==> config.mk <==
export PLATFORM = sky130hd
export DESIGN_NAME = ptm_walker
export DESIGN_NICKNAME = d
export VERILOG_FILES = /design/src/hw/rtl/ptm_pkg.sv /design/src/hw/rtl/ptm_walker.sv
export SDC_FILE = /design/constraint.sdc
export NUM_CORES = 1
export LEC_CHECK = 0
export BUFFER_PORTS_ARGS = -buffer_cell sky130_fd_sc_hd__clkbuf_2
export CORE_AREA = 2 2 203 205
export CTS_CLUSTER_SIZE = 24
export DETAILED_ROUTE_END_ITERATION = 12
export DIE_AREA = 0 0 205 207
export PLACE_DENSITY = 0.66
export SLEW_MARGIN = 10
export SYNTH_ARGS = -nofsm -noshare
export SYNTH_HDL_FRONTEND = slang
export SYNTH_SLANG_ARGS = --single-unit
==> constraint.sdc <==
create_clock -name clk -period 10.25 [get_ports clk]
set_input_delay 0.5125 -clock clk [delete_from_list [all_inputs] [get_ports clk]]
set_output_delay 0.5125 -clock clk [all_outputs]
set_load 0.1 [all_outputs]
==> src/hw/rtl/ptm_pkg.sv <==
package ptm_pkg;

  localparam int DEF_TABLE_PAGES = 64;
  localparam int ENTRY_W = 64;
  localparam int BASE_W = 40;
  localparam int FRAME_W = BASE_W + 1;
  localparam int IDX_W = 9;
  localparam int VA_IDX_W = 5 * IDX_W;
  localparam int VA_LO = 12;
  localparam int PAD_W = ENTRY_W - FRAME_W - IDX_W - 3;
  localparam int LEVEL_W = 3;

  localparam logic [1:0] ST_OK = 2'd0;
  localparam logic [1:0] ST_FULL = 2'd1;
  localparam logic [1:0] ST_OUTSIDE = 2'd2;

  localparam logic CFG_FIVE_LEVELS = 1'b0;
  localparam logic CFG_TABLE_BASE = 1'b1;

  localparam logic [ENTRY_W-1:0] PRESENT_BIT = 64'h1;
  localparam logic [ENTRY_W-1:0] HUGE_BIT = 64'h80;
  localparam logic [2:0] LINK_BITS = 3'b111;

  typedef struct packed {
    logic [ENTRY_W-1:0] vaddr;
    logic [ENTRY_W-1:0] paddr;
    logic [ENTRY_W-1:0] entry_flags;
    logic huge_page;
  } req_t;

  typedef struct packed {
    logic [ENTRY_W-1:0] entry_addr;
    logic [ENTRY_W-1:0] entry_value;
    logic [1:0] status;
    logic last;
  } rsp_t;

  typedef struct packed {
    logic rd_en;
    logic wr_en;
  } store_ctl_t;

endpackage

==> src/hw/rtl/ptm_walker.sv <==
module ptm_walker #(
  parameter int TABLE_PAGES = ptm_pkg::DEF_TABLE_PAGES,
  localparam int PW = $clog2(TABLE_PAGES),
  localparam int AW = PW + ptm_pkg::IDX_W
) (
  input  logic                         clk,
  input  logic                         rst,
  input  logic                         five_levels,
  input  logic [ptm_pkg::BASE_W-1:0]   table_base,
  input  logic                         clearing,
  input  logic                         req_valid,
  output logic                         req_stall,
  input  ptm_pkg::req_t                req,
  output logic                         rsp_valid,
  input  logic                         rsp_stall,
  output ptm_pkg::rsp_t                rsp,
  output ptm_pkg::store_ctl_t          ctl,
  output logic [AW-1:0]                addr,
  output logic [ptm_pkg::ENTRY_W-1:0]  wr_data,
  input  logic [ptm_pkg::ENTRY_W-1:0]  rd_data
);

  localparam int NW = $clog2(TABLE_PAGES + 1);
  localparam int FW = ptm_pkg::FRAME_W;
  localparam int BW = ptm_pkg::BASE_W;

  typedef enum logic [2:0] {
    S_IDLE = 3'b001,
    S_READ = 3'b010,
    S_EVAL = 3'b100
  } state_t;

  state_t state, state_next;
  logic [ptm_pkg::LEVEL_W-1:0]  level, level_next;
  logic                         huge, huge_next;
  logic [ptm_pkg::VA_IDX_W-1:0] va_bits, va_bits_next;
  logic [ptm_pkg::ENTRY_W-1:0]  leaf, leaf_next;
  logic [PW-1:0]                page, page_next;
  logic [FW-1:0]                frame, frame_next;
  logic [NW-1:0]                nfp, nfp_next;
  logic                         rsp_valid_next;
  ptm_pkg::rsp_t                rsp_next;

  logic [ptm_pkg::IDX_W-1:0]    idx;
  logic                         out_free;
  logic                         accept;
  logic                         at_leaf;
  logic [BW-1:0]                ent_frame;
  logic [FW-1:0]                diff;
  logic                         outside;
  logic                         full;
  logic [FW-1:0]                alloc_frame;
  logic [ptm_pkg::ENTRY_W-1:0]  eaddr;
  logic [ptm_pkg::ENTRY_W-1:0]  link;

  assign req_stall = (state != S_IDLE) | clearing;
  assign accept = req_valid & ~req_stall;
  assign out_free = ~rsp_valid | ~rsp_stall;
  assign addr = {page, idx};

  always_comb begin
    case (level)
      3'd5:    idx = va_bits[4*ptm_pkg::IDX_W +: ptm_pkg::IDX_W];
      3'd4:    idx = va_bits[3*ptm_pkg::IDX_W +: ptm_pkg::IDX_W];
      3'd3:    idx = va_bits[2*ptm_pkg::IDX_W +: ptm_pkg::IDX_W];
      3'd2:    idx = va_bits[1*ptm_pkg::IDX_W +: ptm_pkg::IDX_W];
      default: idx = va_bits[0 +: ptm_pkg::IDX_W];
    endcase
  end

  always_comb begin
    at_leaf = (level == (huge ? 3'd2 : 3'd1));
    ent_frame = rd_data[51:12];
    diff = {1'b0, ent_frame} - {1'b0, table_base};
    // below the base borrows; otherwise must name a page of the store
    outside = diff[FW-1] | (diff[BW-1:0] >= BW'(TABLE_PAGES));
    full = (nfp >= NW'(TABLE_PAGES));
    alloc_frame = {1'b0, table_base} + FW'(nfp);
    eaddr = {{ptm_pkg::PAD_W{1'b0}}, frame, idx, 3'b000};
    link = {{ptm_pkg::PAD_W{1'b0}}, alloc_frame, 9'd0, ptm_pkg::LINK_BITS};
  end

  always_comb begin
    state_next = state;
    level_next = level;
    huge_next = huge;
    va_bits_next = va_bits;
    leaf_next = leaf;
    page_next = page;
    frame_next = frame;
    nfp_next = nfp;
    rsp_valid_next = rsp_valid & rsp_stall;
    rsp_next = rsp;
    ctl = '0;
    wr_data = leaf;

    unique case (state)
      S_IDLE: begin
        if (accept) begin
          level_next = five_levels ? 3'd5 : 3'd4;
          huge_next = req.huge_page;
          va_bits_next = req.vaddr[ptm_pkg::VA_LO +: ptm_pkg::VA_IDX_W];
          leaf_next = req.paddr | req.entry_flags
                      | (req.huge_page ? ptm_pkg::HUGE_BIT : '0);
          page_next = '0;
          frame_next = {1'b0, table_base};
          state_next = S_READ;
        end
      end
      S_READ: begin
        if (at_leaf) begin
          if (out_free) begin
            ctl.wr_en = 1'b1;
            rsp_valid_next = 1'b1;
            rsp_next = '{entry_addr: eaddr, entry_value: leaf,
                         status: ptm_pkg::ST_OK, last: 1'b1};
            state_next = S_IDLE;
          end
        end else begin
          ctl.rd_en = 1'b1;
          state_next = S_EVAL;
        end
      end
      S_EVAL: begin
        if ((rd_data & ptm_pkg::PRESENT_BIT) != '0) begin
          if (!outside) begin
            page_next = diff[PW-1:0];
            frame_next = {1'b0, ent_frame};
            level_next = level - 3'd1;
            state_next = S_READ;
          end else if (out_free) begin
            rsp_valid_next = 1'b1;
            rsp_next = '{entry_addr: eaddr, entry_value: rd_data,
                         status: ptm_pkg::ST_OUTSIDE, last: 1'b1};
            state_next = S_IDLE;
          end
        end else if (out_free) begin
          rsp_valid_next = 1'b1;
          if (full) begin
            rsp_next = '{entry_addr: eaddr, entry_value: rd_data,
                         status: ptm_pkg::ST_FULL, last: 1'b1};
            state_next = S_IDLE;
          end else begin
            // link a fresh table and step down into it
            ctl.wr_en = 1'b1;
            wr_data = link;
            rsp_next = '{entry_addr: eaddr, entry_value: link,
                         status: ptm_pkg::ST_OK, last: 1'b0};
            page_next = nfp[PW-1:0];
            frame_next = alloc_frame;
            nfp_next = nfp + NW'(1);
            level_next = level - 3'd1;
            state_next = S_READ;
          end
        end
      end
      default: state_next = S_IDLE;
    endcase
  end

  always_ff @(posedge clk) begin
    if (rst) begin
      state <= S_IDLE;
      nfp <= NW'(1);
      rsp_valid <= 1'b0;
    end else begin
      state <= state_next;
      nfp <= nfp_next;
      rsp_valid <= rsp_valid_next;
    end
  end

  always_ff @(posedge clk) begin
    level <= level_next;
    huge <= huge_next;
    va_bits <= va_bits_next;
    leaf <= leaf_next;
    page <= page_next;
    frame <= frame_next;
    rsp <= rsp_next;
  end

endmodule

==> results of run 1 <==
-- cell families after synthesis --
| kind of cell | after synthesis |
|---|---|
| and+or+nand+nor | 621 |
| AOI/OAI and AO/OA | 437 |
| DFF | 288 |
| buffers and inverters | 176 |
| xor gates and xnor gates | 61 |
| adders and majority gates | 56 |
| muxes | 15 |
| other | 1 |
-- cell usage in the layout (no fill, tap or decap), types with 5 or more instances in the layout --
| cell | netlist | routed |
|---|---|---|
| a211o_1 | 5 | 5 |
| a211oi_1 | 9 | 9 |
| a21o_1 | 17 | 17 |
| a21oi_1 | 128 | 127 |
| a221oi_1 | 12 | 12 |
| a22oi_1 | 16 | 16 |
| a31oi_1 | 11 | 10 |
| and2_1 | 24 | 23 |
| and3_1 | 10 | 10 |
| buf_4 | 23 | 16 |
| clkbuf_1 | 71 | 11 |
| clkbuf_16 | 0 | 35 |
| clkbuf_2 | 0 | 483 |
| clkinv_1 | 0 | 7 |
| conb_1 | 1 | 14 |
| dfxtp_1 | 11 | 11 |
| edfxtp_1 | 277 | 277 |
| ha_1 | 54 | 54 |
| inv_1 | 69 | 69 |
| mux2i_1 | 13 | 13 |
| nand2_1 | 234 | 232 |
| nand2b_1 | 11 | 11 |
| nand3_1 | 63 | 62 |
| nand4_1 | 24 | 24 |
| nor2_1 | 118 | 116 |
| nor3_1 | 23 | 23 |
| nor4_1 | 20 | 20 |
| o21a_1 | 16 | 16 |
| o21ai_0 | 157 | 157 |
| o21bai_1 | 5 | 5 |
| o22ai_1 | 10 | 10 |
| o31ai_1 | 6 | 6 |
| or2_2 | 67 | 67 |
| or3_1 | 11 | 11 |
| xnor2_1 | 48 | 48 |
| xor2_1 | 13 | 13 |
-- state kept, by name, indices dropped and copies added (netlist names) --
name / count
frame: 41
va_bits: 45
state: 3
rsp_valid: 1
huge: 1
leaf: 64
rsp: 117
page: 6
level: 3
nfp: 7
-- area by class of cell --
class / count / area, sq um
clock inverters: 13 / 78.8
repair buffers: 499 / 2540
fillers: 3788 / 20200
inverters: 69 / 259
flip-flops and latches: 288 / 8540
well taps: 532 / 666
multi-input cells: 1204 / 7120
clock buffers: 48 / 945
-- routing by layer --
metal  up-vias  GRT usage [%]
met2       634           40.9
li1       6860              -
met4         6           6.62
met1      6878           33.6
met5         -              0
met3        84           5.81
-- where the power goes --
group	internal (W)	switching [W]	total [W]	leakage, nW
combinational	0.000177	0.000475	0.000652	5.27
clock	0.000645	0.000482	0.00113	0.499
sequential	0.00136	0.0000190	0.00138	2.60
total	0.00219	0.000976	0.00316	8.37
-- metrics by stage --
step | utilization, % | setup WS, ps | cell area (sq um)
floorplan | - | 611 | 16300
global placement | 47.4 | 4100 | 19100
detailed placement | 47.4 | 4050 | 19100
CTS | 49.9 | 4600 | 20100
global route | 49.9 | 4280 | 20100
finish | 49.9 | 4610 | 20100
-- how the worst min path moves through the flow --
stage	end	slack, ps	cells past startpoint
global route	va_bits[34]	110	1
floorplan	rsp[100]	400	0
finish	va_bits[20]	140	1
global placement	rsp[112]	400	0
CTS	va_bits[31]	110	1
detailed placement	rsp[115]	400	0
-- critical path: stages --
cell and delay [ps]:
clkbuf_2 100, inv_1 50, ha_1 220, fa_1 420, nand2b_1 210, a21oi_2 230, o21ai_1 150, a311o_1 440
o2111a_1 350, o31ai_4 270, xor2_1 170, a211oi_1 80, nand4_1 150, nor4b_2 110, a21oi_4 850, buf_4 660
buf_4 630
==> summary.txt, run 1 <==
met3 wire length = 4490 microns
total of max-cap violations = 0
core area = 40400 sq um
HPWL after detailed placement = 40300 microns
r2r setup slk = 5910 ps
Initial Utilization = 40.4%
DR vias = 14462
Primary FF master, synth = edfxtp_1
mean area per synthesized cell = 9.85 sq um
Min-Delay Path Class = input pin to flop
Routed Antenna Nets = 0
CP Launch Type = input pin
status = finished, final reports clean
Die Y = 207 microns
flops & latches, synth = 288
H-tree depth = 2
Area Overhead vs Synth = 23.6%
CTS buffer count = 34
Design Power = 0.00316 W
top sig layer = met5
R2R Path Start = level[0]
Reg2Reg Depth = 8
CTS tree = built
postcts setup bufs = 0
most used standard cell by instance count after synthesis = edfxtp_1
Pwr per Cell Area = 157 nW/um^2
First DRT Iteration DRCs = 1145
num ports = 517
Final Critical Period = 5640 ps
gpl congestion = 0.886
global-route usage over all layers = 25.1%
Clk Latency, worst-skew pair = 540 ps
Post-Synth Simple-Gate Area = 18.1%
Port Buffer Count = 483
Hold Vio Cnt, Final = 0
DRC Markers = 0
Post-layout nets = 2455
Slew @ Worst Pin = 1100 ps
Clock Tree Buf Depth = 3
setup TNS = 0 ps
met2 routed WL = 25700 microns
Peak VDD IR = 139 uV
synth cell count leaders = 277 x edfxtp_1, 234 x nand2_1, 157 x o21ai_0
FFs w/ async S/R, synth = 0%
required time worst endpoint = 10400 ps
Cells after DPL = 2592
Critical Path End Type = flop
area share of the largest cell type after synthesis = 51.0%
clock skew = 24.6 ps
warnings from Yosys = 0
Final Setup Violations = 0
clock-pin transition on the worst setup and hold timing paths = 60 ps
CP startpoint = rd_data[12]
hold_buf cts = 0
share of layout cells above drive strength 1 = 30.0%
first-pass GRT wire length = 81900 microns
crit path to = rsp[44]
largest family of logic cells by synthesized area = simple AND/OR/NAND/NOR gates
critical hold path startpoint = req[161]
Inserted Diodes = 0
period utilisation layout = 55.0%
Clock Tree Root = clkbuf_16
max-slew violations = 0
critical path fanouts, max = 47
largest net degree at the start of global routing = 103
clk sink count = 288
Fin Hold WS = 140 ps
Reg-to-Reg End = rsp[44]
Resized cells post-CTS = 0
initial antenna violation count = 3
total wire length = 54400 microns
vias in the first global route = 14020
sequential fraction of the synthesis area = 52.4%
data arrival time of the worst path = 5790 ps
unrepaired setup endpoints after global routing = no
compound-gate portion of the synthesized area = 16.3%
top cell type by total area after synthesis = edfxtp_1
relative slew slack = 26.3%
top post-synthesis cells by area = edfxtp_1 51%, nand2_1 5.4%, o21ai_0 4.8%
met1 wire length = 23000 microns
Adder-Cell Fraction of Synth Area = 4.39%
DR pass1 iterations = 5
die area = 42400 sq um
EDFF count, synth = 277
distinct cell type count after synthesis = 77
Cell Area, Synth = 16300 sq um
Via density = 5.45
# rows = 74
cell count after synthesis = 1655
die width = 205 microns
post-synthesis mux area share = 0.937%
Synth Area in XOR/XNOR = 3.28%
DR WL/cell = 20.5 microns
grt ovf = 0
Layout Cells excl Fill = 2653
Leakage = 8.37 nW
Max Freq = 0.177 GHz
Setup CP Type = input pin to flop
Power figures use the tool's default switching activity.
==> inputs of run 2 (changes only) <==
==> constraint.sdc (replaced) <==
create_clock -name clk -period 5.3 [get_ports clk]
set_input_delay 0.265 -clock clk [delete_from_list [all_inputs] [get_ports clk]]
set_output_delay 0.265 -clock clk [all_outputs]
set_load 0.1 [all_outputs]
==> summary.txt, run 2 (same netlist as run 1, synthesis figures left out) <==
largest net degree at the start of global routing = 118 (+15%)
first-pass GRT wire length = 87600 microns (+7.0%)
Via density = 5.40 (-0.93%)
global-route usage over all layers = 26.7% (+1.6 points)
CTS buffer count = 35 (+2.9%)
Critical Path End Type = output port
Largest regs = rsp: 117 flops, leaf: 64 flops, va_bits: 45 flops
# rows = 74 (unchanged)
Die Y = 207 microns (unchanged)
Routed Antenna Nets = 0 (unchanged)
DR pass1 iterations = 8 (+3)
vias in the first global route = 15384 (+9.7%)
critical path fanouts, max = 7 (-85%)
Initial Utilization = 40.4% (unchanged)
Port Buffer Count = 483 (unchanged)
clock-pin transition on the worst setup and hold timing paths = 60 ps (about the same)
Clock Tree Root = clkbuf_16
total of max-cap violations = 0 (unchanged)
Area Overhead vs Synth = 35.2%
leading cell type in the layout, fill and taps excluded = clkbuf_2
Cells after DPL = 2598 (+0.23%)
period utilisation layout = 92.6%
core area = 40400 sq um (unchanged)
Peak VDD IR = 245 uV (+77%)
Min-Delay Path Class = input pin to flop
share of layout cells above drive strength 1 = 28.0% (-2.0 points)
Design Power = 0.00621 W (+96%)
CP Launch Type = flop
relative slew slack = 29.9% (+3.7 points)
clock skew = 27.3 ps (+2.70 ps)
commonest cells after routing, fill and taps aside = 482 x clkbuf_2, 277 x edfxtp_1, 232 x nand2_1
initial antenna violation count = 2 (-1)
clk sink count = 288 (unchanged)
Hold Vio Cnt, Final = 0 (unchanged)
Leakage = 9.07 nW (+8.4%)
worst setup margin = 392 ps (-4220 ps)
HPWL after detailed placement = 40900 microns (+1.4%)
DRC Markers = 0 (unchanged)
CP max stage delay = 630 ps (-220 ps)
design area = 22000 sq um (+9.4%)
Crit path top cell by count = o21ai_0
total wire length = 57700 microns (+6.0%)
Clock Tree Buf Depth = 3 (unchanged)
status = finished, final reports clean
grt ovf = 0 (unchanged)
Top reg by flops = rsp
CTS tree = built
H-tree depth = 2 (unchanged)
crit path buf inv count = 3 (-1)
Clk Latency, worst-skew pair = 550 ps (about the same)
Max Freq = 0.204 GHz
worst path cell trace = ha_1, inv_1, fa_1, nor2b_1, o21ai_0, a21boi_0, o21a_1, o21ai_0, buf_4, a2111o_1, nor4_1, xnor2_1, o21ai_0, buf_2
Slew @ Worst Pin = 1050 ps (-52.5 ps)
fin util = 54.6% (+4.7 points)
max FFs per register = 117 (unchanged)
Final Setup Violations = 0 (unchanged)
postcts setup bufs = 0 (unchanged)
max-slew violations = 0 (unchanged)
fillers = 3597 (-5.0%)
gpl congestion = 0.896 (+1.1%)
dpl cell area = 19200 sq um (+0.37%)
Final Critical Period = 4910 ps
required time worst endpoint = 5040 ps (-5360 ps)
Critical-path top delay cell = a2111o_1
DR vias = 15326 (+6.0%)
die area = 42400 sq um (unchanged)
Pwr per Cell Area = 282 nW/um^2 (+79%)
die width = 205 microns (unchanged)
unrepaired setup endpoints after global routing = yes
dpl ws = 468 ps (-3580 ps)
First DRT Iteration DRCs = 1120 (-2.2%)
Layout Cells excl Fill = 2838 (+7.0%)
num ports = 517 (unchanged)
DR WL/cell = 20.3 microns (-0.93%)
Setup CP Type = flop to output port
delay-heaviest family, CP = compound AO/OA/AOI/OAI gates
data arrival time of the worst path = 4640 ps (-1150 ps)
Post-layout nets = 2646 (+7.8%)
## run 2: cell count changes in the layout (fill, tap and decap cells not counted), moves of 2 or more
cell           delta
buf_12            +2
buf_4             +4
dlygate4sd3_1   +184
clkbuf_1          -8
clkbuf_8          -2
## run 2: path summary, 6_finish.rpt
check                  start          end  slack [ps]  cells after the start
setup / recovery      nfp[0]  wr_data[50]         390                     14
hold / removal    rd_data[8]      rsp[11]          20                      3
setup reg to reg      nfp[0]      rsp[53]        1220                     15
hold reg to reg    frame[34]     rsp[113]         410                      0
## run 2: through the flow
stage | TNS, ps | hold WS [ps]
CTS | 0 | 0.0816
finish | 0 | 17.7
global placement | 0 | 401
global route | -6.91 | 22.9
floorplan | 0 | 364
detailed placement | 0 | 407
## run 2: worst min-delay path: stages
cell	delay (ps)
clkbuf_2	80
nand3_1	60
nand2_1	70
## run 2: final cells by class
| type | instances | area [sq um] | area share (%) |
|---|---|---|---|
| sequential | 288 | 8540 | 38.7 |
| multi-input combinational | 1204 | 7130 | 32.4 |
| timing repair buffer | 689 | 4450 | 20.2 |
| clock buffer | 38 | 887 | 4.03 |
| tap | 532 | 666 | 3.02 |
| inverter | 69 | 259 | 1.18 |
| clock inverter | 17 | 104 | 0.471 |
| antenna | 1 | 2.50 | 0.0114 |
## run 2: where the power goes
part	total (W)	leakage (nW)	switching, W	internal, W
Sequential	0.00267	2.60	0.0000365	0.00264
Clock	0.00214	0.485	0.000941	0.00120
Combinational	0.00139	5.98	0.000950	0.000438
## run 2: what timing repair did
item | 4_1_cts | 5_1_grt
hold endpoints to repair | 122 | 0
endpoints found under the setup margin | 0 | 3
hold buffers | 184 | 0
gates resized for setup | 0 | 3
## run 2: layer usage
metal	vias to the layer above	track usage, %	wire length (microns)
met4	2	8.76	1590
met5	-	0	18
li1	7239	-	-
met2	640	44.3	27400
met3	107	5.88	4360
met1	7338	34.6	24300
